## src/rtl/radix_int_to_ascii_top_defines.svh

```systemverilog
// Assertion macros shared by the radix integer-to-text converter RTL.
// Included by the controller and datapath files; no other dependencies.
`ifndef RADIX_INT_TO_ASCII_TOP_DEFINES_SVH
`define RADIX_INT_TO_ASCII_TOP_DEFINES_SVH

`ifndef SYNTHESIS
// Check a property at every clock edge outside reset
`define RITOA_ASSERT(lbl, clk, rst_n, prop) \
    lbl: assert property (@(posedge clk) disable iff (!rst_n) prop) \
        else $error("ritoa assertion failed");
// Check a property at every clock edge, reset included
`define RITOA_ASSERT_ALWAYS(lbl, clk, prop) \
    lbl: assert property (@(posedge clk) prop) \
        else $error("ritoa assertion failed");
`else
`define RITOA_ASSERT(lbl, clk, rst_n, prop)
`define RITOA_ASSERT_ALWAYS(lbl, clk, prop)
`endif

`endif

```

## src/rtl/ritoa_pkg.sv

```systemverilog
// Shared constants, register indexes and controller/datapath interface types
// for the radix integer-to-text converter. No dependencies.
`default_nettype none

package ritoa_pkg;

    // Operand and field widths
    localparam int VALUE_BITS_DEF = 64;
    localparam int VALUE_W        = 64;
    localparam int OPW_W          = 2;
    localparam int TUSER_IN_W     = 3;
    localparam int CHAR_W         = 7;
    localparam int TDATA_OUT_W    = 8;
    localparam int MAX_CHARS      = 64;

    // Divider processes this many dividend bits per cycle
    localparam int DIV_STEP       = 8;

    // Configuration port
    localparam int RADIX_W        = 6;
    localparam int CFG_ADDR_W     = 1;
    localparam int CFG_DATA_W     = 6;
    localparam logic [CFG_ADDR_W-1:0] CFG_RADIX = 1'b0;
    localparam logic [CFG_ADDR_W-1:0] CFG_UPPER = 1'b1;

    localparam logic [RADIX_W-1:0] RADIX_RESET = 6'd10;
    localparam logic [RADIX_W-1:0] RADIX_MIN   = 6'd2;
    localparam logic [RADIX_W-1:0] RADIX_MAX   = 6'd36;
    localparam logic [RADIX_W-1:0] DEC_DIGITS  = 6'd10;

    // Operand width codes
    localparam logic [OPW_W-1:0] OPW_8  = 2'd0;
    localparam logic [OPW_W-1:0] OPW_16 = 2'd1;
    localparam logic [OPW_W-1:0] OPW_32 = 2'd2;

    // ASCII codes
    localparam logic [CHAR_W-1:0] CHAR_ZERO  = 7'h30;
    localparam logic [CHAR_W-1:0] CHAR_UPPER = 7'h41;
    localparam logic [CHAR_W-1:0] CHAR_LOWER = 7'h61;
    localparam logic [CHAR_W-1:0] CHAR_MINUS = 7'h2D;
    localparam logic [CHAR_W-1:0] CHAR_NONE  = 7'h00;

    // Controller to datapath commands
    typedef struct packed {
        logic load_item;    // capture operand, clear digit count
        logic div_step;     // run one divider chunk
        logic store_digit;  // write remainder digit, restart divider
        logic sign_out;     // load '-' into the output register
        logic digit_out;    // load stored digit into the output register
        logic empty_out;    // load the empty marker result
    } ctrl_cmd_t;

    // Datapath to controller status
    typedef struct packed {
        logic radix_ok;     // configured radix within 2..36
        logic neg;          // current item is negative
        logic div_done;     // this step is the last chunk of the dividend
        logic quot_zero;    // quotient is zero
        logic out_free;     // output register can take a character
        logic digit_last;   // read pointer sits on the final digit
    } dp_status_t;

endpackage

`default_nettype wire

```

## src/rtl/ritoa_ctrl.sv

```systemverilog
// Controller state machine of the radix integer-to-text converter.
// Depends on ritoa_pkg and radix_int_to_ascii_top_defines.svh.
`default_nettype none
`include "radix_int_to_ascii_top_defines.svh"

module ritoa_ctrl (
    input  wire                     aclk,
    input  wire                     aresetn,
    input  wire                     s_tvalid,
    output logic                    s_tready,
    input  ritoa_pkg::dp_status_t   status,
    output ritoa_pkg::ctrl_cmd_t    cmd
);

    localparam logic [2:0] ST_IDLE  = 3'd0;
    localparam logic [2:0] ST_DIV   = 3'd1;
    localparam logic [2:0] ST_STORE = 3'd2;
    localparam logic [2:0] ST_SIGN  = 3'd3;
    localparam logic [2:0] ST_RD    = 3'd4;
    localparam logic [2:0] ST_OUT   = 3'd5;
    localparam logic [2:0] ST_EMPTY = 3'd6;

    logic [2:0] state_reg;
    logic [2:0] state_next;

    // Accept a transaction only between items
    assign s_tready = (state_reg == ST_IDLE);

    // Next state and command decode
    always_comb begin
        state_next = state_reg;
        cmd        = '0;
        case (state_reg)
            ST_IDLE: begin
                if (s_tvalid) begin
                    cmd.load_item = 1'b1;
                    state_next    = status.radix_ok ? ST_DIV : ST_EMPTY;
                end
            end
            ST_DIV: begin
                cmd.div_step = 1'b1;
                if (status.div_done) begin
                    state_next = ST_STORE;
                end
            end
            ST_STORE: begin
                cmd.store_digit = 1'b1;
                if (!status.quot_zero) begin
                    state_next = ST_DIV;
                end else if (status.neg) begin
                    state_next = ST_SIGN;
                end else begin
                    state_next = ST_RD;
                end
            end
            ST_SIGN: begin
                if (status.out_free) begin
                    cmd.sign_out = 1'b1;
                    state_next   = ST_RD;
                end
            end
            ST_RD: begin
                state_next = ST_OUT;
            end
            ST_OUT: begin
                if (status.out_free) begin
                    cmd.digit_out = 1'b1;
                    state_next    = status.digit_last ? ST_IDLE : ST_RD;
                end
            end
            ST_EMPTY: begin
                if (status.out_free) begin
                    cmd.empty_out = 1'b1;
                    state_next    = ST_IDLE;
                end
            end
            default: begin
                state_next = ST_IDLE;
            end
        endcase
    end

    // State register
    always_ff @(posedge aclk) begin
        if (!aresetn) begin
            state_reg <= ST_IDLE;
        end else begin
            state_reg <= state_next;
        end
    end

    // A digit is written only right after the last divider chunk
    `RITOA_ASSERT(a_store_after_step, aclk, aresetn, cmd.store_digit |-> $past(cmd.div_step))
    // Characters go out only when the output register is free
    `RITOA_ASSERT(a_out_when_free, aclk, aresetn,
        (cmd.digit_out || cmd.sign_out || cmd.empty_out) |-> status.out_free)
    // The empty marker appears only for an unusable radix
    `RITOA_ASSERT(a_empty_bad_radix, aclk, aresetn, cmd.empty_out |-> !status.radix_ok)

endmodule

`default_nettype wire

```

## src/rtl/ritoa_dpath.sv

```systemverilog
// Datapath of the radix integer-to-text converter: configuration registers,
// chunked radix divider, digit memory and output register. Depends on ritoa_pkg.
`default_nettype none
`include "radix_int_to_ascii_top_defines.svh"

module ritoa_dpath #(
    parameter int VALUE_BITS = ritoa_pkg::VALUE_BITS_DEF
) (
    input  wire                                  aclk,
    input  wire                                  aresetn,
    input  wire                                  cfg_we,
    input  wire  [ritoa_pkg::CFG_ADDR_W-1:0]     cfg_addr,
    input  wire  [ritoa_pkg::CFG_DATA_W-1:0]     cfg_wdata,
    input  wire  [ritoa_pkg::VALUE_W-1:0]        s_tdata,
    input  wire  [ritoa_pkg::TUSER_IN_W-1:0]     s_tuser,
    input  ritoa_pkg::ctrl_cmd_t                 cmd,
    output ritoa_pkg::dp_status_t                status,
    input  wire                                  m_tready,
    output logic                                 m_tvalid,
    output logic [ritoa_pkg::TDATA_OUT_W-1:0]    m_tdata,
    output logic                                 m_tuser,
    output logic                                 m_tlast
);

    localparam int STEP   = ritoa_pkg::DIV_STEP;
    localparam int CHUNKS = (VALUE_BITS + STEP - 1) / STEP;
    localparam int QW     = CHUNKS * STEP;
    localparam int CNT_W  = (CHUNKS > 1) ? $clog2(CHUNKS) : 1;
    localparam int AW     = $clog2(VALUE_BITS);
    localparam int NW     = $clog2(VALUE_BITS + 1);
    localparam int RW     = ritoa_pkg::RADIX_W;
    localparam int CW     = ritoa_pkg::CHAR_W;
    localparam bit TRUNC_POSSIBLE = (VALUE_BITS >= ritoa_pkg::MAX_CHARS);

    // Configuration registers
    logic [RW-1:0] radix_reg;
    logic          upper_reg;

    always_ff @(posedge aclk) begin
        if (!aresetn) begin
            radix_reg <= ritoa_pkg::RADIX_RESET;
            upper_reg <= 1'b0;
        end else if (cfg_we) begin
            case (cfg_addr)
                ritoa_pkg::CFG_RADIX: radix_reg <= cfg_wdata[RW-1:0];
                ritoa_pkg::CFG_UPPER: upper_reg <= cfg_wdata[0];
                default: ;
            endcase
        end
    end

    // Operand masking and negation within the selected width
    logic [ritoa_pkg::VALUE_W-1:0] width_mask;
    logic [VALUE_BITS-1:0]         mag_raw;
    logic [VALUE_BITS-1:0]         mag_in;

    always_comb begin
        case (s_tuser[ritoa_pkg::OPW_W-1:0])
            ritoa_pkg::OPW_8:  width_mask = 64'h0000_0000_0000_00FF;
            ritoa_pkg::OPW_16: width_mask = 64'h0000_0000_0000_FFFF;
            ritoa_pkg::OPW_32: width_mask = 64'h0000_0000_FFFF_FFFF;
            default:           width_mask = '1;
        endcase
        mag_raw = s_tdata[VALUE_BITS-1:0] & width_mask[VALUE_BITS-1:0];
        if (s_tuser[ritoa_pkg::OPW_W]) begin
            mag_in = (~mag_raw + 1'b1) & width_mask[VALUE_BITS-1:0];
        end else begin
            mag_in = mag_raw;
        end
    end

    // Divider: quotient shifts in a chunk of bits each step, remainder stays below radix
    logic [QW-1:0]    q_reg;
    logic [QW-1:0]    q_next;
    logic [RW-1:0]    rem_reg;
    logic [RW-1:0]    rem_next;
    logic [CNT_W-1:0] chunk_reg;
    logic             neg_reg;
    logic [STEP-1:0]  qbits;
    logic [RW:0]      trial;
    logic [RW-1:0]    rem_step;

    always_comb begin
        rem_step = rem_reg;
        qbits    = '0;
        trial    = '0;
        for (int i = 0; i < STEP; i++) begin
            trial = {rem_step, q_reg[QW-1-i]};
            if (trial >= {1'b0, radix_reg}) begin
                trial          = trial - {1'b0, radix_reg};
                qbits[STEP-1-i] = 1'b1;
            end
            rem_step = trial[RW-1:0];
        end
    end

    always_comb begin
        q_next   = q_reg;
        rem_next = rem_reg;
        if (cmd.load_item) begin
            q_next   = QW'(mag_in);
            rem_next = '0;
        end else if (cmd.div_step) begin
            q_next   = (q_reg << STEP) | QW'(qbits);
            rem_next = rem_step;
        end else if (cmd.store_digit) begin
            rem_next = '0;
        end
    end

    always_ff @(posedge aclk) begin
        q_reg   <= q_next;
        rem_reg <= rem_next;
        if (cmd.load_item) begin
            neg_reg <= s_tuser[ritoa_pkg::OPW_W];
        end
    end

    // Chunk counter
    always_ff @(posedge aclk) begin
        if (!aresetn) begin
            chunk_reg <= '0;
        end else if (cmd.load_item || cmd.store_digit) begin
            chunk_reg <= '0;
        end else if (cmd.div_step) begin
            chunk_reg <= chunk_reg + 1'b1;
        end
    end

    // Digit character from the remainder
    logic [CW-1:0] digit_char;

    always_comb begin
        if (rem_reg < ritoa_pkg::DEC_DIGITS) begin
            digit_char = ritoa_pkg::CHAR_ZERO + CW'(rem_reg);
        end else begin
            digit_char = (upper_reg ? ritoa_pkg::CHAR_UPPER : ritoa_pkg::CHAR_LOWER)
                         + CW'(rem_reg - ritoa_pkg::DEC_DIGITS);
        end
    end

    // Digit memory, least significant digit at address zero
    logic [CW-1:0] digit_mem [VALUE_BITS];
    logic [CW-1:0] rd_data_reg;
    logic [NW-1:0] ndig_reg;
    logic [AW-1:0] rd_idx_reg;
    logic [AW-1:0] stop_idx;

    always_ff @(posedge aclk) begin
        if (cmd.store_digit) begin
            digit_mem[ndig_reg[AW-1:0]] <= digit_char;
        end
        rd_data_reg <= digit_mem[rd_idx_reg];
    end

    // Digit count and read pointer
    always_ff @(posedge aclk) begin
        if (!aresetn) begin
            ndig_reg   <= '0;
            rd_idx_reg <= '0;
        end else if (cmd.load_item) begin
            ndig_reg <= '0;
        end else if (cmd.store_digit) begin
            ndig_reg   <= ndig_reg + 1'b1;
            rd_idx_reg <= ndig_reg[AW-1:0];
        end else if (cmd.digit_out) begin
            rd_idx_reg <= rd_idx_reg - 1'b1;
        end
    end

    // Drop the least significant digit when sign plus digits overflow the text length
    always_comb begin
        if (TRUNC_POSSIBLE && neg_reg && (ndig_reg == NW'(ritoa_pkg::MAX_CHARS))) begin
            stop_idx = AW'(1);
        end else begin
            stop_idx = '0;
        end
    end

    // Output register
    logic          out_valid_reg;
    logic [CW-1:0] out_char_reg;
    logic          out_empty_reg;
    logic          out_last_reg;
    logic          out_free;
    logic          digit_last;

    assign out_free   = !out_valid_reg || m_tready;
    assign digit_last = (rd_idx_reg == stop_idx);

    always_ff @(posedge aclk) begin
        if (!aresetn) begin
            out_valid_reg <= 1'b0;
        end else if (cmd.sign_out || cmd.digit_out || cmd.empty_out) begin
            out_valid_reg <= 1'b1;
        end else if (m_tready) begin
            out_valid_reg <= 1'b0;
        end
    end

    always_ff @(posedge aclk) begin
        if (cmd.sign_out) begin
            out_char_reg  <= ritoa_pkg::CHAR_MINUS;
            out_empty_reg <= 1'b0;
            out_last_reg  <= 1'b0;
        end else if (cmd.digit_out) begin
            out_char_reg  <= rd_data_reg;
            out_empty_reg <= 1'b0;
            out_last_reg  <= digit_last;
        end else if (cmd.empty_out) begin
            out_char_reg  <= ritoa_pkg::CHAR_NONE;
            out_empty_reg <= 1'b1;
            out_last_reg  <= 1'b1;
        end
    end

    assign m_tvalid = out_valid_reg;
    assign m_tdata  = {1'b0, out_char_reg};
    assign m_tuser  = out_empty_reg;
    assign m_tlast  = out_last_reg;

    // Status to the controller
    always_comb begin
        status            = '0;
        status.radix_ok   = (radix_reg >= ritoa_pkg::RADIX_MIN)
                            && (radix_reg <= ritoa_pkg::RADIX_MAX);
        status.neg        = neg_reg;
        status.div_done   = (chunk_reg == CNT_W'(CHUNKS - 1));
        status.quot_zero  = (q_reg == '0);
        status.out_free   = out_free;
        status.digit_last = digit_last;
    end

    // Remainder stays below the radix while dividing
    `RITOA_ASSERT(a_rem_below_radix, aclk, aresetn, cmd.div_step |-> (rem_reg < radix_reg))
    // Digit count never passes the operand width
    `RITOA_ASSERT(a_ndig_bound, aclk, aresetn, ndig_reg <= NW'(VALUE_BITS))
    // An empty marker is always the final result
    `RITOA_ASSERT(a_empty_is_last, aclk, aresetn, (out_valid_reg && out_empty_reg) |-> out_last_reg)

endmodule

`default_nettype wire

```

## src/rtl/radix_int_to_ascii_top.sv

```systemverilog
// Radix integer-to-text converter, radix 2..36, one ASCII character per transaction.
// Each digit runs the chunked divider over every dividend chunk, then stores the remainder.
// Characters then go out through the digit memory read port, most significant first, after any '-'.
// An invalid radix yields a single empty marker result instead of characters.
// Reset (aresetn, synchronous, active low) sets radix 10, lower case, and idles.
`default_nettype none

module radix_int_to_ascii_top #(
    parameter int VALUE_BITS = ritoa_pkg::VALUE_BITS_DEF
) (
    input  wire                                  aclk,
    input  wire                                  aresetn,
    // Configuration write port
    input  wire                                  cfg_we,
    input  wire  [ritoa_pkg::CFG_ADDR_W-1:0]     cfg_addr,
    input  wire  [ritoa_pkg::CFG_DATA_W-1:0]     cfg_wdata,
    // Input stream
    input  wire                                  s_tvalid,
    output logic                                 s_tready,
    input  wire  [ritoa_pkg::VALUE_W-1:0]        s_tdata,   // [63:0] value
    input  wire  [ritoa_pkg::TUSER_IN_W-1:0]     s_tuser,   // [1:0] operand_width, [2] is_negative
    // Result stream
    output logic                                 m_tvalid,
    input  wire                                  m_tready,
    output logic [ritoa_pkg::TDATA_OUT_W-1:0]    m_tdata,   // [6:0] char_code, [7] zero
    output logic                                 m_tuser,   // [0] empty_res
    output logic                                 m_tlast
);

    ritoa_pkg::ctrl_cmd_t  cmd;
    ritoa_pkg::dp_status_t status;

    ritoa_ctrl u_ctrl (
        .aclk     (aclk),
        .aresetn  (aresetn),
        .s_tvalid (s_tvalid),
        .s_tready (s_tready),
        .status   (status),
        .cmd      (cmd)
    );

    ritoa_dpath #(
        .VALUE_BITS (VALUE_BITS)
    ) u_dpath (
        .aclk      (aclk),
        .aresetn   (aresetn),
        .cfg_we    (cfg_we),
        .cfg_addr  (cfg_addr),
        .cfg_wdata (cfg_wdata),
        .s_tdata   (s_tdata),
        .s_tuser   (s_tuser),
        .cmd       (cmd),
        .status    (status),
        .m_tready  (m_tready),
        .m_tvalid  (m_tvalid),
        .m_tdata   (m_tdata),
        .m_tuser   (m_tuser),
        .m_tlast   (m_tlast)
    );

endmodule

`default_nettype wire
```

## config.mk

```make
export PLATFORM = sky130hd
export DESIGN_NAME = radix_int_to_ascii_top
export DESIGN_NICKNAME = d
export VERILOG_FILES = /design/src/rtl/ritoa_pkg.sv /design/src/rtl/ritoa_ctrl.sv /design/src/rtl/ritoa_dpath.sv /design/src/rtl/radix_int_to_ascii_top.sv
export VERILOG_INCLUDE_DIRS = /design/src /design/src/rtl
export SDC_FILE = /design/constraint.sdc
export NUM_CORES = 1
export LEC_CHECK = 0
export BUFFER_PORTS_ARGS = -buffer_cell sky130_fd_sc_hd__buf_2
export CORE_ASPECT_RATIO = 1.2
export CORE_MARGIN = 5
export CORE_UTILIZATION = 35
export CTS_BUF_LIST = sky130_fd_sc_hd__clkbuf_2
export CTS_CLUSTER_SIZE = 30
export DETAILED_ROUTE_END_ITERATION = 12
export GPL_TIMING_DRIVEN = 0
export SLEW_MARGIN = 20
export SYNTH_ARGS = -nofsm -noshare
export SYNTH_HDL_FRONTEND = slang
export SYNTH_HIERARCHICAL = 1
export SYNTH_SLANG_ARGS = --single-unit
```

## constraint.sdc

```tcl
create_clock -name aclk -period 16.4 [get_ports aclk]
set_input_delay 4.1 -clock aclk [delete_from_list [all_inputs] [get_ports aclk]]
set_output_delay 4.1 -clock aclk [all_outputs]
set_load 0.05 [all_outputs]
```

==> key figures <==
STA
  • Count of final max-slew check failures: 0
  • Final hold violations: 0
  • Layout Skew: 0.134 ns
  • Minimum clock period: 15.76 ns
  • Achievable frequency: 0.0635 GHz
  • Final setup vio count: 0
  • Slew Limit Headroom: 0.202
  • Final worst path period share: 0.961
  • Worst slew pin tran: 1.20 ns

Drt
  • DR DRC count: 0
  • Via/cell ratio: 5.41
  • Avg WL per Cell: 23.0 microns
  • DR iter-0 viols: 1,566
  • Routed vias: 17,800
  • Final ANT Viol Nets: 0
  • Final WL: 75,700 microns
  • 1st-pass router iterations: 6

Critical path
  • R2R depth: 86
  • Crit-path most repeated cell: a21o_1
  • Crit path DAT: 16.93 ns
  • Flop2flop setup slack: 0.64 ns
  • Startpoint Class: flop
  • Setup CP Type: reg2reg
  • Critical path capture point type: flop
  • CP Max Fanout: 10
  • Max incr delay on CP: 0.40 ns
  • Worst endpoint required time: 17.58 ns
  • Reg-to-reg startpoint: u_dpath/radix_reg[3]$_SDFFE_PN1P_
  • Crit path max-delay cell type: a2111oi_4
  • R2R Path End: u_dpath/rem_reg[5]$_SDFFE_PP0P_

Worst hold path
  • Worst hold start: u_dpath/rd_data_reg[0]$_DFF_P_
  • Hold path cells: 2
  • Hold WC Path Type: reg2reg
  • Hold Path End: u_dpath/out_char_reg[0]$_SDFFE_PP1P_

Synthesis
  • Mapped Area: 26,800 sq um
  • Post-synthesis instance total: 1,904
  • Main flop type after synthesis: edfxtp_1
  • Ys Warns: 6
  • Seq/Total Area, Yosys: 0.611
  • Library cells used by synthesis: 77
  • Syn Nets: 2,054
  • Seq cells post-synth: 562
  • Avg Inst Size Synth: 14.1 sq um
  • Asr flop ratio synth: 0
  • Number of synthesized flops with an enable pin: 513

Floorplan
  • Row count: 111
  • Die height: 313 microns
  • Chip width: 263 microns
  • Die area: 82,300 sq um
  • CORE AREA: 76,200 sq um
  • Initial core utilization: 0.352
  • I/O pin cnt: 91

CTS
  • Root Driver: clkbuf_2
  • CTS H-tree lvls: 4
  • CTS Buffer Depth: 3
  • CTS Hold Bufs: 0
  • Num CTS Buffers: 134
  • Reg clk slew, reported paths: 0.11 ns
  • Skew-Pair Late Insertion Delay: 1.30 ns
  • CTS tree: yes
  • CTS Sinks: 562

Layout
  • Multi-input logic area: 9980 sq um
  • Leading cell types in the layout, fill and taps excluded: edfxtp_1 (513), clkbuf_2 (180), nor2_1 (136)
  • Area Growth Syn to Fin: 15.1%
  • Share of cells above drive strength 1: 0.253
  • Max reg flops: 448
  • Nets: 2,327
  • Final Non-Filler Cells: 3,291
  • Most common cell after layout, fill and taps aside: edfxtp_1
  • Fill count: 7,069
  • Reg area: 16,400 sq um

Global route
  • Initial antenna violation count: 5
  • Total grt overflow: 0
  • Largest net degree at the start of global routing: 65
  • Gr usage total: 0.179
  • Vias in the first global route: 18,200
  • First-pass GRT wire length: 112,000 microns

Outcome
  • Status: finished, final reports clean

Job
  • Max-cap violations: 0

Placement
  • Port bufs: 89
  • Hpwl dp: 53,800 microns
  • Placed cells: 3,024
  • GPL Wtd Cong: 0.924
-- Yosys cell counts, drive strengths merged, types with 6 or more instances --
| cell | n | share of area |
|---|---|---|
| nor3b | 6 | 0.0021 |
| or3 | 15 | 0.0035 |
| inv | 110 | 0.015 |
| ha | 62 | 0.029 |
| a21oi | 90 | 0.017 |
| fa | 9 | 0.0067 |
| nand2b | 21 | 0.0049 |
| mux2i | 63 | 0.024 |
| o211ai | 9 | 0.0025 |
| nand4 | 12 | 0.0028 |
| o21a | 11 | 0.0031 |
| dfxtp | 49 | 0.037 |
| buf | 29 | 0.0054 |
| clkbuf | 66 | 0.0092 |
| o221ai | 6 | 0.0022 |
| nor4 | 27 | 0.0063 |
| a21o | 23 | 0.0064 |
| nor2 | 138 | 0.019 |
| mux2 | 16 | 0.0069 |
| xor2 | 62 | 0.020 |
| nor3 | 32 | 0.0060 |
| nand2 | 96 | 0.013 |
| o31ai | 17 | 0.0048 |
| nand3b | 7 | 0.0020 |
| o22ai | 62 | 0.014 |
| and2 | 9 | 0.0021 |
| xnor2 | 39 | 0.013 |
| nand3 | 21 | 0.0039 |
| mux4 | 123 | 0.10 |
| edfxtp | 513 | 0.57 |
| nor2b | 24 | 0.0056 |
| o21ai | 75 | 0.014 |
-- what timing repair did --
action	4_1_cts	5_1_grt
buffers inserted	13	21
gates resized for setup	38	37
pin swaps	2	16
setup endpoints to repair	8	7
-- critical path: cells and delay by family, from the launching register on --
kind / cells / cell delay [ns]
mux: 5 / 1.07
flops: 1 / 0.37
buf+inv: 11 / 1.32
simple gates: 20 / 2.68
compound gates: 42 / 8.02
fa+ha+maj: 8 / 2.14
-- through the flow --
step	area (sq um)	setup WS, ns	hold slack, ns	setup TNS (ns)	utilization
after detailed placement	28900	-2.91	0.433	-20.32	0.379
after global routing	30900	-0.0778	0.478	-0.350	0.405
after CTS	30500	0.0217	0.462	0	0.401
final	30900	0.642	0.464	0	0.405
after global placement	28500	-2.60	0.440	-17.82	0.374
after floorplan	26800	0.475	0.420	0	-
-- per-layer routing --
layer	part of all wire	global-route usage	up-vias
li1	-	-	7942
met1	0.38	0.210	8952
met2	0.52	0.318	750
met3	0.068	0.0400	150
met4	0.035	0.0735	0
met5	0	0	-
-- how the worst max path moves through the flow --
stage	start	endpoint	slack, ns	cells after the start
6_report	u_dpath/radix_reg[3]$_SDFFE_PN1P_	u_dpath/rem_reg[5]$_SDFFE_PP0P_	0.64	86
5_1_grt	u_dpath/radix_reg[3]$_SDFFE_PN1P_	u_dpath/rem_reg[5]$_SDFFE_PP0P_	-0.08	86
4_1_cts	u_dpath/radix_reg[3]$_SDFFE_PN1P_	u_dpath/rem_reg[1]$_SDFFE_PP0P_	0.02	84
3_5_place_dp	u_dpath/radix_reg[1]$_SDFFE_PN1P_	u_dpath/rem_reg[2]$_SDFFE_PP0P_	-2.91	83
3_3_place_gp	u_dpath/radix_reg[1]$_SDFFE_PN1P_	u_dpath/rem_reg[2]$_SDFFE_PP0P_	-2.60	83
2_1_floorplan	u_dpath/radix_reg[1]$_SDFFE_PN1P_	u_dpath/rem_reg[0]$_SDFFE_PP0P_	0.48	83
-- cells by family (layout without fill, tap and decap cells) --
kind of cell	count (synthesis)	after routing	share of synthesized area
XOR/XNOR	101	101	0.0330
flip-flops	562	562	0.611
adder cells (fa/ha/maj)	71	71	0.0356
AND/OR/NAND/NOR	426	426	0.0767
other	1	6	0.000140
AO/OA/AOI/OAI	336	336	0.0799
multiplexers	202	202	0.134
buffers and inverters	205	570	0.0300
-- cell type report --
class	count	area share
plain buffers	95	0.0140
clock buffers	178	0.0289
multi-input cells	1137	0.323
repair buffers	137	0.0322
well taps	1017	0.0412
clock inverters	50	0.0148
inverters	110	0.0140
diodes	5	0.000405
flip-flops and latches	562	0.531
Power is left out: the tool's default activity adds up to more than one toggle a clock period on the data nets, which glitch-free logic cannot reach.
